## config.mk

```make
export PLATFORM = sky130hd
export DESIGN_NAME = integer_to_english_word_tokens
export DESIGN_NICKNAME = d
export VERILOG_FILES = /design/src/hw/rtl/i2ew_pkg.sv /design/src/hw/rtl/i2ew_dabble.sv /design/src/hw/rtl/i2ew_speller.sv /design/src/hw/rtl/integer_to_english_word_tokens.sv
export SDC_FILE = /design/constraint.sdc
export NUM_CORES = 1
export LEC_CHECK = 0
export ABC_AREA = 1
export ABC_CLOCK_PERIOD_IN_PS = 9900
export BUFFER_PORTS_ARGS = -buffer_cell sky130_fd_sc_hd__buf_2
export CAP_MARGIN = 40
export CORE_ASPECT_RATIO = 0.7
export CORE_UTILIZATION = 66
export DETAILED_ROUTE_END_ITERATION = 12
export PLACE_DENSITY = 0.86
export REMOVE_ABC_BUFFERS = 1
export SKIP_CTS_REPAIR_TIMING = 1
export SYNTH_ARGS = -nofsm -noshare
export SYNTH_HDL_FRONTEND = slang
export SYNTH_SLANG_ARGS = --single-unit
```

## constraint.sdc

```tcl
create_clock -name clk_i -period 9.9 [get_ports clk_i]
set_input_delay 1.98 -clock clk_i [delete_from_list [all_inputs] [get_ports clk_i]]
set_output_delay 1.98 -clock clk_i [all_outputs]
set_load 0.1 [all_outputs]
```

## src/hw/rtl/i2ew_pkg.sv

```systemverilog
package i2ew_pkg;

  // input and digit sizes
  localparam int ValueW = 31;
  localparam int Digits = 10;
  localparam int BcdW   = 4 * Digits;
  localparam int GroupW = 12;
  localparam int SpellW = 4 * GroupW;
  localparam int CntW   = $clog2(ValueW);
  localparam int WordW  = 5;

  // word codes
  localparam logic [WordW-1:0] WordZero    = 5'd0;
  localparam logic [WordW-1:0] WordTen     = 5'd10;
  localparam logic [WordW-1:0] WordTwenty  = 5'd20;
  localparam logic [WordW-1:0] WordHundred = 5'd28;
  localparam logic [WordW-1:0] WordBillion = 5'd31;

  // group indexes, most significant first
  localparam logic [1:0] GrpUnits = 2'd3;

  // steps of the group speller
  localparam logic [2:0] PhHundDigit = 3'd0;
  localparam logic [2:0] PhHundred   = 3'd1;
  localparam logic [2:0] PhTens      = 3'd2;
  localparam logic [2:0] PhOnes      = 3'd3;
  localparam logic [2:0] PhScale     = 3'd4;

  // sequencer view handed to the speller
  typedef struct packed {
    logic [2:0] phase;
    logic [1:0] grp;
    logic       lower_zero;
  } spell_ctl_t;

  // word the speller offers at the current step
  typedef struct packed {
    logic             emit;
    logic [WordW-1:0] word;
    logic             last;
  } word_tok_t;

  // true when every bcd digit is 0..9
  function automatic logic bcd_ok(input logic [BcdW-1:0] bcd);
    logic ok;
    ok = 1'b1;
    for (int i = 0; i < Digits; i++) begin
      if (bcd[4*i +: 4] > 4'd9) ok = 1'b0;
    end
    return ok;
  endfunction

endpackage

```

## src/hw/rtl/i2ew_dabble.sv

```systemverilog
module i2ew_dabble (
  input  logic [i2ew_pkg::BcdW-1:0] bcd_i,
  input  logic                      bit_i,
  output logic [i2ew_pkg::BcdW-1:0] bcd_o
);
  import i2ew_pkg::*;

  logic [BcdW-1:0] adj;

  // add three to every digit of five or more, then shift in the next bit
  always_comb begin
    for (int i = 0; i < Digits; i++) begin
      adj[4*i +: 4] = (bcd_i[4*i +: 4] >= 4'd5) ? bcd_i[4*i +: 4] + 4'd3
                                                 : bcd_i[4*i +: 4];
    end
  end

  assign bcd_o = {adj[BcdW-2:0], bit_i};

endmodule

```

## src/hw/rtl/i2ew_speller.sv

```systemverilog
module i2ew_speller (
  input  logic [i2ew_pkg::GroupW-1:0] group_i,
  input  i2ew_pkg::spell_ctl_t        ctl_i,
  output i2ew_pkg::word_tok_t         tok_o
);
  import i2ew_pkg::*;

  logic [3:0] hund;
  logic [3:0] tens;
  logic [3:0] ones;
  logic       has_scale;

  assign hund = group_i[11:8];
  assign tens = group_i[7:4];
  assign ones = group_i[3:0];

  // a scale word follows every nonzero group above the units
  assign has_scale = (ctl_i.grp != GrpUnits) && (group_i != '0);

  // pick the word for this step and whether nothing follows it
  always_comb begin
    tok_o = '0;
    unique case (ctl_i.phase)
      PhHundDigit: begin
        tok_o.emit = hund != 4'd0;
        tok_o.word = {1'b0, hund};
        tok_o.last = 1'b0;
      end
      PhHundred: begin
        tok_o.emit = hund != 4'd0;
        tok_o.word = WordHundred;
        tok_o.last = (tens == 4'd0) && (ones == 4'd0) && !has_scale && ctl_i.lower_zero;
      end
      PhTens: begin
        tok_o.emit = tens >= 4'd2;
        tok_o.word = WordTwenty + {1'b0, tens} - 5'd2;
        tok_o.last = (ones == 4'd0) && !has_scale && ctl_i.lower_zero;
      end
      PhOnes: begin
        if (tens == 4'd1) begin
          tok_o.emit = 1'b1;
          tok_o.word = WordTen + {1'b0, ones};
        end else begin
          tok_o.emit = ones != 4'd0;
          tok_o.word = {1'b0, ones};
        end
        tok_o.last = !has_scale && ctl_i.lower_zero;
      end
      PhScale: begin
        tok_o.emit = has_scale;
        tok_o.word = WordBillion - {3'b000, ctl_i.grp};
        tok_o.last = ctl_i.lower_zero;
      end
      default: tok_o = '0;
    endcase
  end

endmodule

```

## src/hw/rtl/integer_to_english_word_tokens.sv

```systemverilog
// Spells a 31-bit unsigned integer as English word codes, most significant
// first, one code per output request, with last_word_o set on the final one.
// Each number first runs through a shift-and-add-three binary to
// decimal converter, then a sequencer walks the billion, million, thousand
// and units groups in five steps each (hundreds digit, Hundred, tens, ones,
// scale word; the units group has no scale step), taking every step whether
// or not it has a word, holding a step whose word finds the output register
// full and stalled, and stopping at the final word. in_stall_o is high from
// acceptance until the last word has been placed in the output register,
// which can still be waiting to be taken when the next request comes in.
module integer_to_english_word_tokens (
  input  logic                          clk_i,
  input  logic                          rst_ni,
  input  logic                          in_valid_i,
  output logic                          in_stall_o,
  input  logic [i2ew_pkg::ValueW-1:0]   value_i,
  output logic                          out_valid_o,
  input  logic                          out_stall_i,
  output logic [i2ew_pkg::WordW-1:0]    word_o,
  output logic                          last_word_o
);
  import i2ew_pkg::*;

  localparam logic [1:0] StIdle  = 2'd0;
  localparam logic [1:0] StConv  = 2'd1;
  localparam logic [1:0] StSpell = 2'd2;
  localparam logic [1:0] StZero  = 2'd3;

  logic [1:0]        state_q, state_d;
  logic [CntW-1:0]   cnt_q, cnt_d;
  logic [2:0]        phase_q, phase_d;
  logic [1:0]        grp_q, grp_d;
  logic              out_valid_q, out_valid_d;
  logic [ValueW-1:0] bin_q, bin_d;
  logic [SpellW-1:0] bcd_q, bcd_d;
  logic [WordW-1:0]  word_q, word_d;
  logic              last_q, last_d;

  logic [BcdW-1:0]   dab;
  spell_ctl_t        ctl;
  word_tok_t         tok;
  logic              out_free;

  // binary to decimal step used while converting
  i2ew_dabble u_dabble (
    .bcd_i (bcd_q[BcdW-1:0]),
    .bit_i (bin_q[ValueW-1]),
    .bcd_o (dab)
  );

  // word choice for the current group and step
  assign ctl.phase      = phase_q;
  assign ctl.grp        = grp_q;
  assign ctl.lower_zero = bcd_q[SpellW-GroupW-1:0] == '0;

  i2ew_speller u_speller (
    .group_i (bcd_q[SpellW-1 -: GroupW]),
    .ctl_i   (ctl),
    .tok_o   (tok)
  );

  assign out_free = !out_valid_q || !out_stall_i;

  // sequencer
  always_comb begin
    state_d     = state_q;
    cnt_d       = cnt_q;
    phase_d     = phase_q;
    grp_d       = grp_q;
    bin_d       = bin_q;
    bcd_d       = bcd_q;
    word_d      = word_q;
    last_d      = last_q;
    out_valid_d = out_valid_q && out_stall_i;
    unique case (state_q)
      StIdle: begin
        if (in_valid_i) begin
          bin_d   = value_i;
          bcd_d   = '0;
          cnt_d   = '0;
          state_d = (value_i == '0) ? StZero : StConv;
        end
      end
      StConv: begin
        bcd_d = {{(SpellW-BcdW){1'b0}}, dab};
        bin_d = {bin_q[ValueW-2:0], 1'b0};
        cnt_d = cnt_q + CntW'(1);
        if (cnt_q == CntW'(ValueW - 1)) begin
          state_d = StSpell;
          phase_d = PhHundDigit;
          grp_d   = '0;
        end
      end
      StSpell: begin
        if (!tok.emit || out_free) begin
          if (tok.emit) begin
            out_valid_d = 1'b1;
            word_d      = tok.word;
            last_d      = tok.last;
          end
          if (tok.emit && tok.last) begin
            state_d = StIdle;
          end else if (phase_q == PhScale || (phase_q == PhOnes && grp_q == GrpUnits)) begin
            phase_d = PhHundDigit;
            grp_d   = grp_q + 2'd1;
            bcd_d   = {bcd_q[SpellW-GroupW-1:0], {GroupW{1'b0}}};
          end else begin
            phase_d = phase_q + 3'd1;
          end
        end
      end
      StZero: begin
        if (out_free) begin
          out_valid_d = 1'b1;
          word_d      = WordZero;
          last_d      = 1'b1;
          state_d     = StIdle;
        end
      end
      default: state_d = StIdle;
    endcase
  end

  // control registers
  always_ff @(posedge clk_i or negedge rst_ni) begin
    if (!rst_ni) begin
      state_q     <= StIdle;
      cnt_q       <= '0;
      phase_q     <= PhHundDigit;
      grp_q       <= '0;
      out_valid_q <= 1'b0;
    end else begin
      state_q     <= state_d;
      cnt_q       <= cnt_d;
      phase_q     <= phase_d;
      grp_q       <= grp_d;
      out_valid_q <= out_valid_d;
    end
  end

  // payload registers
  always_ff @(posedge clk_i) begin
    bin_q  <= bin_d;
    bcd_q  <= bcd_d;
    word_q <= word_d;
    last_q <= last_d;
  end

  assign in_stall_o  = state_q != StIdle;
  assign out_valid_o = out_valid_q;
  assign word_o      = word_q;
  assign last_word_o = last_q;

  // an accepted request always leaves idle
  a_accept_busy: assert property (@(posedge clk_i) disable iff (!rst_ni)
    in_valid_i && !in_stall_o |=> state_q == StConv || state_q == StZero)
    else $error("accepted request did not start work");

  // conversion counter stays within the input width
  a_cnt_range: assert property (@(posedge clk_i) disable iff (!rst_ni)
    state_q == StConv |-> cnt_q < CntW'(ValueW))
    else $error("conversion counter overran");

  // decimal digits stay legal while converting
  a_bcd_legal: assert property (@(posedge clk_i) disable iff (!rst_ni)
    state_q == StConv |-> bcd_ok(bcd_q[BcdW-1:0]))
    else $error("illegal decimal digit");

  // handing out the final word ends the number
  a_last_ends: assert property (@(posedge clk_i) disable iff (!rst_ni)
    state_q == StSpell && tok.emit && tok.last && out_free |=> state_q == StIdle && last_q)
    else $error("final word did not end the number");

  // spelling never runs past the units group
  a_grp_end: assert property (@(posedge clk_i) disable iff (!rst_ni)
    state_q == StSpell && grp_q == GrpUnits && phase_q == PhOnes |-> tok.emit && tok.last)
    else $error("units group finished without a final word");

endmodule

```

==> flow_summary_export.csv, run 1 <==
group,metric,value,unit
outcome,status,"finished clean",
timing,fin_crit,3.612,ns
worst_setup_path,reg2regPathDepth,6,
synthesis,syn_inst,680,
drt,vias,4857,
worst_setup_path,reg2reg_to,"bcd_q[18]",
timing,rsz0062_at_grt,"no",
min_path,hold_path_depth,2,
cts,clock_path_buffers,2,
worst_setup_path,crit_type,"flip-flop to output port",
synthesis,synth_edf_count,85,
cells_and_area,drive_gt1_share,12.35,%
cells_and_area,nFillCells,579,
drt,wire_per_inst,15.05,um
floorplanning,dieArea,9342,um2
timing,fin_worst_skew,0.004421,ns
cts,numCtsBuffers,9,
cts,htreeDepth,3,
floorplanning,num_io_pins,43,
worst_setup_path,max_stage_delay,0.43,ns
worst_setup_path,cpMostUsedCell,"inv_1",
drt,ant_nets,0,
worst_setup_path,worstPathCellList,"inv_1 > ha_1 > inv_1 > buf_2",
placement,hpwl,9.005,mm
worst_setup_path,crit_fanout,4,
synthesis,syn-cell-area,5909,um2
drt,via_per_inst,5.721,
cells_and_area,syn_to_final_growth,11.37,%
worst_setup_path,arrival,1.63,ns
placement,place_area,6262,um2
drt,drc,0,
synthesis,ys_ff_latch,98,
grt,antenna_found_initial,0,
worst_setup_path,startpoint_type,"flip-flop",
drt,highest_layer,"met4",
grt,grt.overflow.total,0,
cts,cts_root_buf,"clkbuf_16",
timing,hold_violations,0,
drt,wl_met3,882,um
placement,place_congestion,0.8836,
floorplanning,die_h,81.17,um
worst_setup_path,cp_slowest_cell,"buf_2",
floorplanning,initial_core_util,68.85,%
synthesis,synth_cell_type_count,37,
cells_and_area,final_nets,803,
run,maxCapViolCount,0,
synthesis,ys_seq_area_share,48.70,%
cts,clkSlewWorstSetupHoldPaths,0.07,ns
timing,fin_setup_tns,0,ns
power,p_leak,0.003043,uW
min_path,hp-start,"bin_q[3]",
synthesis,avgSynthCellArea,8.690,um2
drt,drt_wl_total,12.78,mm
power,powerDensity,331.3,nW/um2
grt,grt_usage,29.50,%
timing,max_slew_margin,46.60,%
cells_and_area,diodes,0,
worst_setup_path,cp_top_family,"buffers and inverters",
synthesis,ys_warn_count,0,
min_path,hold_class,"flip-flop to flip-flop",
timing,worst_pin_slew,0.7961,ns
cts,worstSkewPairLatency,0.34,ns
floorplanning,core_region_area,8583,um2
worst_setup_path,required,7.92,ns
grt,grt_pass1_vias,4580,
grt,grt_pass1_wl,21.10,mm
worst_setup_path,cp-end-kind,"output port",
worst_setup_path,ff2ff_setup_slack,7.01,ns
worst_setup_path,reg2reg_from,"state_q[0]",
drt,detail_route.iter0.violations,579,
cts,cts_tree,"yes",
drt,first_pass_iters,5,
drt,dr_wl_met2,6.082,mm
power,peakVddDrop,171.5,uV
cells_and_area,final_area,6581,um2
worst_setup_path,crit_cells,4,
timing,fmax,276.8,MHz
floorplanning,die-width,115.1,um
synthesis,async_flop_share,13.27,%
drt,m1WireLength,5.484,mm
worst_setup_path,path_buf_inv,3,
timing,finalMaxSlewViolations,0,
timing,setup_violations,0,
grt,grt_max_degree,51,
min_path,worstHoldEndpoint,"bin_q[4]",
placement,port_buffers,42,
timing,post-route-period-util,36.49,%
synthesis,ys.flop_type,"edfxtp_1",
cts,clkSinkCount,98,
floorplanning,rows,28,
[synthesized netlist by cell type (4+ instances only)]
library cell  count  share of area [%]
dfrtp_1          13                5.5
o32ai_1           5               0.74
ha_1             44                9.3
nand4_1          10                1.1
a31oi_1           4               0.42
nand3_1          14                1.2
o211ai_1          4               0.51
inv_2             6               0.38
edfxtp_1         85                 43
nand2_1         175                 11
o22ai_1          18                1.9
nor3_1            5               0.42
nor4_1            5               0.53
a21oi_1          32                2.7
clkbuf_1         10               0.64
o21ai_0          56                4.7
nand2_2           4               0.42
inv_1           102                6.5
nand3_2           4               0.68
nor2_1           53                3.4
xor2_1            4               0.59
[placed cells by master, fill, tap and decap left out, types with 2 or more instances in the layout]
master / n
nand2_1: 175
inv_1: 102
edfxtp_1: 85
o21ai_0: 56
nor2_1: 52
ha_1: 44
buf_2: 42
a21oi_1: 32
o22ai_1: 18
nand3_1: 14
dfrtp_1: 13
nand4_1: 10
clkbuf_16: 9
inv_2: 6
o32ai_1: 5
nor3_1: 5
nor4_1: 5
xor2_1: 4
o211ai_1: 4
nand2_2: 4
nor2_4: 4
nand3_2: 4
a31oi_1: 4
nand2_4: 3
buf_4: 3
or2_2: 2
a211oi_1: 2
nand3_4: 2
a221oi_1: 2
nor2_2: 2
bufinv_16: 2
[area by class of cell]
cell class | count | area [um2] | share of cell area [%]
Multi-Input combinational cell | 460 | 2577 | 39.16
Clock inverter | 6 | 90.09 | 1.369
Clock buffer | 10 | 229.0 | 3.479
Sequential cell | 98 | 2878 | 43.73
Tap cell | 120 | 150.1 | 2.281
Timing Repair Buffer | 46 | 247.7 | 3.764
Inverter | 109 | 409.1 | 6.217
[per-layer routing]
| metal | vias to the layer above | global-route usage (%) |
|---|---|---|
| li1 | 2362 | - |
| met1 | 2244 | 39.39 |
| met2 | 217 | 47.11 |
| met3 | 34 | 6.642 |
| met4 | 0 | 12.08 |
| met5 | - | 0 |
[through the flow]
stage	setup WS, ns	std cells	hold slack, ns	util (%)	power, uW
2_1_floorplan	5.056	667	0.4588	-	1533
3_3_place_gp	6.428	832	0.4975	72.78	1728
3_5_place_dp	6.393	833	0.5073	72.96	1780
4_1_cts	6.296	849	0.5292	76.68	2168
5_1_grt	6.194	849	0.5546	76.68	2335
6_report	6.288	849	0.5259	76.68	2181
[registers in the layout, summed over array words and instances (netlist names)]
| name | cells |
|---|---|
| bcd_q | 48 |
| bin_q | 31 |
| cnt_q | 5 |
| grp_q | 2 |
| last_word_o | 1 |
| out_valid_o | 1 |
| phase_q | 3 |
| state_q | 2 |
| word_o | 5 |
[logic make-up after synthesis]
kind of cell | count (synthesis) | synth area share (%)
AO/OA/AOI/OAI | 129 | 12.53
XOR/XNOR | 4 | 0.5928
flip-flops | 98 | 48.70
adder cells (fa/ha/maj) | 44 | 9.316
AND/OR/NAND/NOR | 283 | 21.05
buffers and inverters | 122 | 7.813
[worst max path at each step]
| stage | start | endpoint | slack, ns |
|---|---|---|---|
| after global placement | out_stall_i | bcd_q[6] | 6.43 |
| after floorplan | out_stall_i | bcd_q[0] | 5.06 |
| final | state_q[0] | in_stall_o | 6.29 |
| after CTS | state_q[0] | in_stall_o | 6.30 |
| after global routing | state_q[0] | in_stall_o | 6.19 |
| after detailed placement | out_stall_i | bcd_q[7] | 6.39 |
[power breakdown]
| part | internal [uW] | total [uW] | switching, uW |
|---|---|---|---|
| clock | 222 | 374 | 152 |
| combinational | 274 | 968 | 694 |
| sequential | 725 | 838 | 113 |
[worst min-delay path: stages, from the launching register on]
cell and delay [ns]:
edfxtp_1 0.32, nand2_1 0.05, nand2_1 0.05
Note: power is estimated with default switching activity, not from simulation.
==> run 2: changes to the inputs <==
ABC_CLOCK_PERIOD_IN_PS = 3260   (was 9900)
CORE_UTILIZATION = 55   (was 66)
PLACE_DENSITY = 0.77   (was 0.86)
clock period = 3.26 ns   (was 9.9 ns; I/O delays follow)
==> run 2 against run 1 <==
Count of clock-buffer cells in the layout decreased by 1; sequential share of layout area decreased by 0.22 points; largest cell class unchanged; clock power increased to 3.0 times the previous value; sequential power increased to 3.0 times the previous value; non-clock buffer count increased by 2; critical path depth increased by 4; final area increased by 0.49%; sequential cell count unchanged; register-to-register slack got worse by 6.3 ns; wire length increased by 1.0%; power increased to 3.1 times the previous value; die area increased by 20%.
==> flow_summary_export.csv, run 2 (synthesis results as in run 1) <==
group,metric,value,unit
outcome,status,"finished clean",
power,powerDensity,1008,nW/um2
drt,drt_wl_total,12.91,mm
worst_setup_path,crit_type,"flip-flop to flip-flop",
floorplanning,dieArea,11170,um2
power,p_leak,0.003055,uW
cts,numCtsBuffers,9,
timing,fin_worst_skew,0.01098,ns
worst_setup_path,arrival,2.65,ns
timing,rsz0062_at_grt,"no",
cts,clock_path_buffers,2,
floorplanning,num_io_pins,43,
drt,wl_met3,871,um
timing,fin_setup_tns,0,ns
grt,grt_usage,24.51,%
floorplanning,rows,31,
drt,via_per_inst,5.503,
cells_and_area,final_common_cell,"nand2_1",
worst_setup_path,required,3.36,ns
drt,highest_layer,"met4",
cells_and_area,syn_to_final_growth,11.92,%
grt,grt_max_degree,49,
drt,m1WireLength,6.291,mm
timing,fmax,391.1,MHz
cells_and_area,final_cell_mix,"nand2_1, inv_1, edfxtp_1",
cts,htreeDepth,3,
worst_setup_path,cp-end-kind,"flip-flop",
cells_and_area,diodes,0,
run,maxCapViolCount,0,
timing,setup_violations,0,
cells_and_area,nFillCells,868,
floorplanning,core_region_area,10400,um2
timing,fin_crit,2.557,ns
floorplanning,die-width,125.9,um
timing,whs,0.1807,ns
power,peakVddDrop,404.8,uV
drt,first_pass_iters,5,
cells_and_area,top_regs,"bcd_q (48), bin_q (31)",
grt,grt_pass1_wl,21.15,mm
cells_and_area,largest_register_ffs,48,
grt,antenna_found_initial,0,
grt,grt_pass1_vias,4279,
floorplanning,initial_core_util,56.85,%
cells_and_area,largest_register,"bcd_q",
drt,dr_wl_met2,5.593,mm
cts,cts_tree,"yes",
min_path,hold_class,"primary input to async pin",
cells_and_area,drive_gt1_share,12.72,%
cts,worstSkewPairLatency,0.36,ns
worst_setup_path,crit_fanout,28,
drt,drc,0,
cells_and_area,utilization,63.63,%
timing,finalMaxSlewViolations,0,
cts,clkSlewWorstSetupHoldPaths,0.07,ns
drt,vias,4749,
placement,hpwl,9.334,mm
timing,post-route-period-util,78.43,%
placement,dp.cells,847,
grt,grt.overflow.total,0,
floorplanning,die_h,88.73,um
drt,ant_nets,0,
drt,wire_per_inst,14.96,um
timing,max_slew_margin,44.83,%
drt,detail_route.iter0.violations,584,
placement,port_buffers,42,
worst_setup_path,startpoint_type,"flip-flop",
cts,cts_root_buf,"clkbuf_16",
cts,clkSinkCount,98,
cells_and_area,final_nets,805,
timing,worst_pin_slew,0.8275,ns
timing,hold_violations,0,
placement,place_congestion,0.9582,
cells_and_area,layoutNonFillerInstCount,863,
-- run 2: where the power goes --
group	internal, uW	leakage (uW)	switching (uW)	total (uW)
Sequential	2200	0.00105	350	2550
Clock	620	0.000154	524	1140
Combinational	867	0.00185	2110	2970
-- run 2: worst paths after layout --
kind	start	end	slack [ns]	cells after the start
max	state_q[1]	bcd_q[30]	0.70	8
min reg2reg	grp_q[1]	grp_q[1]	0.51	2
min in group clk_i	grp_q[1]	grp_q[1]	0.51	2
min	rst_ni	phase_q[2]	0.18	1
max reg2reg	state_q[1]	bcd_q[30]	0.70	8
max in group asynchronous	rst_ni	out_valid_o	2.83	1
-- run 2: layout make-up --
cell class              count  area (um2)  area share [%]
flip-flops and latches     98        2878           43.51
inverters                 109       409.1           6.186
clock buffers               9       225.2           3.405
well taps                 132       165.2           2.497
multi-input cells         460        2577           38.97
repair buffers             48       267.8           4.048
clock inverters             7       91.34           1.381
-- run 2: critical path, stage by stage (launching register included) --
cell and delay (ns):
dfrtp_1 0.41, inv_1 0.08, ha_1 0.18, buf_4 0.19, nand2_1 0.09, buf_4 0.22
clkinv_1 0.67, o21ai_0 0.35, o22ai_1 0.11
-- run 2: per-layer routing --
metal / up-vias / GRT usage (%)
met5: - / 0
li1: 2365 / -
met1: 2207 / 36.05
met4: 0 / 7.229
met2: 162 / 36.26
met3: 15 / 5.441
-- run 2: metrics by stage --
stage               instance area [um2]  power [uW]  setup slack, ns
global route                       6614        7157           0.5499
detailed placement                 6297        5489           0.7333
floorplan                          5857        4655          -0.8539
CTS                                6614        6660           0.7338
global placement                   6297        5333           0.8601
finish                             6614        6664           0.7032
==> run 3: changes to the inputs <==
ABC_CLOCK_PERIOD_IN_PS = 2200   (was 3260)
clock period = 2.2 ns   (was 3.26 ns; I/O delays follow)
==> run 3 against run 2 <==
Non-clock buffer count up 37; global-route usage is 0.32 points higher; setup slack lost 0.70 ns; wire length grew 6.8%; critical path depth is 5 higher; sequential share of layout area fell by 3.0 points; die area is the same; clock power is 45% higher; power grew 58%; cell count increased by 4.3%; largest cell class unchanged.
==> flow_summary_export.csv, run 3 (synthesis results as in run 1) <==
group,metric,value,unit
floorplanning,initial_core_util,56.85,%
drt,first_pass_iters,5,
grt,antenna_found_initial,1,
drt,detail_route.iter0.violations,477,
floorplanning,die-width,125.9,um
grt,grt_use_met2,39.43,%
placement,port_buffers,42,
floorplanning,rows,31,
drt,drc,0,
floorplanning,dieArea,11170,um2
timing,hold_violations,0,
timing,fin_worst_skew,0.008686,ns
cts,htreeDepth,3,
grt,busiest_layer,"met2",
cts,clkSlewWorstSetupHoldPaths,0.07,ns
cts,clock_path_buffers,2,
run,maxCapViolCount,0,
outcome,status,"finished clean",
cts,cts_root_buf,"clkbuf_16",
worst_setup_path,worstPathCellList,"ha_4 > ha_4 > nand2_2 > nand3_2 > nor2_4 > nand2_4 > nand2_4 > inv_2 > nand2_4 > nand2_4 > nor2_4 > buf_12 > clkbuf_16",
grt,grt_pass1_wl,21.70,mm
timing,fin_setup_tns,0,ns
cells_and_area,final_nets,842,
placement,dp.cells,873,
worst_setup_path,crit_type,"flip-flop to flip-flop",
cells_and_area,final_common_cell,"nand2_1",
power,p_leak,0.003274,uW
timing,finalMaxSlewViolations,0,
power,peakVddDrop,689.8,uV
grt,grt_pass1_vias,4591,
timing,worst_pin_slew,0.4881,ns
worst_setup_path,cp-end-kind,"flip-flop",
floorplanning,die_h,88.73,um
drt,ant_nets,0,
worst_setup_path,cp_slowest_cell,"dfrtp_2",
worst_setup_path,required,2.26,ns
timing,fmax,455.6,MHz
grt,grt_max_degree,36,
cells_and_area,layoutNonFillerInstCount,900,
worst_setup_path,startpoint_type,"flip-flop",
placement,hpwl,9.867,mm
worst_setup_path,arrival,2.26,ns
drt,wire_per_inst,15.32,um
min_path,hold_class,"primary input to flip-flop",
cells_and_area,nFillCells,787,
cells_and_area,diodes,0,
cells_and_area,syn_to_final_growth,20.43,%
timing,setup_slack,0.005191,ns
cts,worstSkewPairLatency,0.35,ns
worst_setup_path,max_stage_delay,0.48,ns
timing,setup_violations,0,
timing,post-route-period-util,99.76,%
cells_and_area,drive_gt1_share,20.57,%
cts,cts_tree,"yes",
placement,place_congestion,0.9556,
worst_setup_path,cpMostUsedCell,"nand2_4",
grt,use_met3,5.985,%
timing,whs,0.3719,ns
floorplanning,core_region_area,10400,um2
cells_and_area,largest_register_ffs,48,
timing,rsz0062_at_grt,"yes",
cells_and_area,utilization,68.46,%
grt,use_met1,34.19,%
cells_and_area,largest_register,"bcd_q",
placement,dpl_worst_slack,-0.02768,ns
drt,vias,5031,
cts,clkSinkCount,98,
cells_and_area,final_cell_mix,"nand2_1, inv_1, edfxtp_1",
timing,max_slew_margin,67.69,%
power,powerDensity,1482,nW/um2
cts,numCtsBuffers,9,
worst_setup_path,crit_fanout,8,
drt,drt_wl_total,13.79,mm
timing,fin_crit,2.195,ns
grt,grt_usage,24.83,%
cells_and_area,top_regs,"bcd_q (48), bin_q (31)",
floorplanning,num_io_pins,43,
grt,grt.overflow.total,0,
drt,via_per_inst,5.590,
[run 3: cell count changes in the layout (fill, tap and decap cells not counted), sizes merged]
cell         previous run  this run
inv                   113       112
clkinvlp                1         0
buf                    48        81
clkbuf                  9        12
dlygate4sd3             0         1
clkinv                  1         3
[run 3: layout make-up]
cell class              instances  area [um2]  area share, %
clock buffers                   9       225.2          3.165
multi-input cells             460        2704          37.99
flip-flops and latches         98        2880          40.47
repair buffers                 85       641.9          9.019
well taps                     132       165.2          2.321
inverters                     109       416.7          5.854
clock inverters                 7       83.83          1.178
[run 3: where the power goes]
group          switching, uW  internal (uW)  leakage (uW)
clock                    740            907      0.000154
combinational           3330           1800       0.00207
sequential               516           3250       0.00105
total                   4580           5960       0.00327
[run 3: path summary, 6_finish.rpt]
path                        startpoint    endpoint  slack [ns]  cells past startpoint
setup / recovery            phase_q[0]   bcd_q[23]       0.005                     13
hold / removal             value_i[10]   bin_q[10]        0.37                      3
setup reg to reg            phase_q[0]   bcd_q[23]       0.005                     13
hold reg to reg              bin_q[21]   bin_q[22]        0.53                      2
max in group asynchronous       rst_ni  phase_q[0]        1.43                      2
min in group asynchronous       rst_ni  state_q[1]        0.51                      2
[run 3: through the flow]
stage | total power (uW) | instance area (um2)
5_1_grt | 11340 | 7117
3_5_place_dp | 8431 | 6518
6_report | 10550 | 7117
2_1_floorplan | 6898 | 5857
4_1_cts | 10100 | 6827
3_3_place_gp | 8215 | 6518
[run 3: worst max-delay path: cells and delay by family, from the launching register on]
family                   cells  cell delay (ns)
adder cells (fa/ha/maj)      2             0.36
buffers and inverters        3             0.37
flip-flops                   1             0.48
AND/OR/NAND/NOR              8             0.71
[run 3: metal layers]
metal  vias up  wire length, um
met1      2324             6117
met2       236             6201
li1       2443                -
met3        26             1224
met4         2              240
met5         -                8
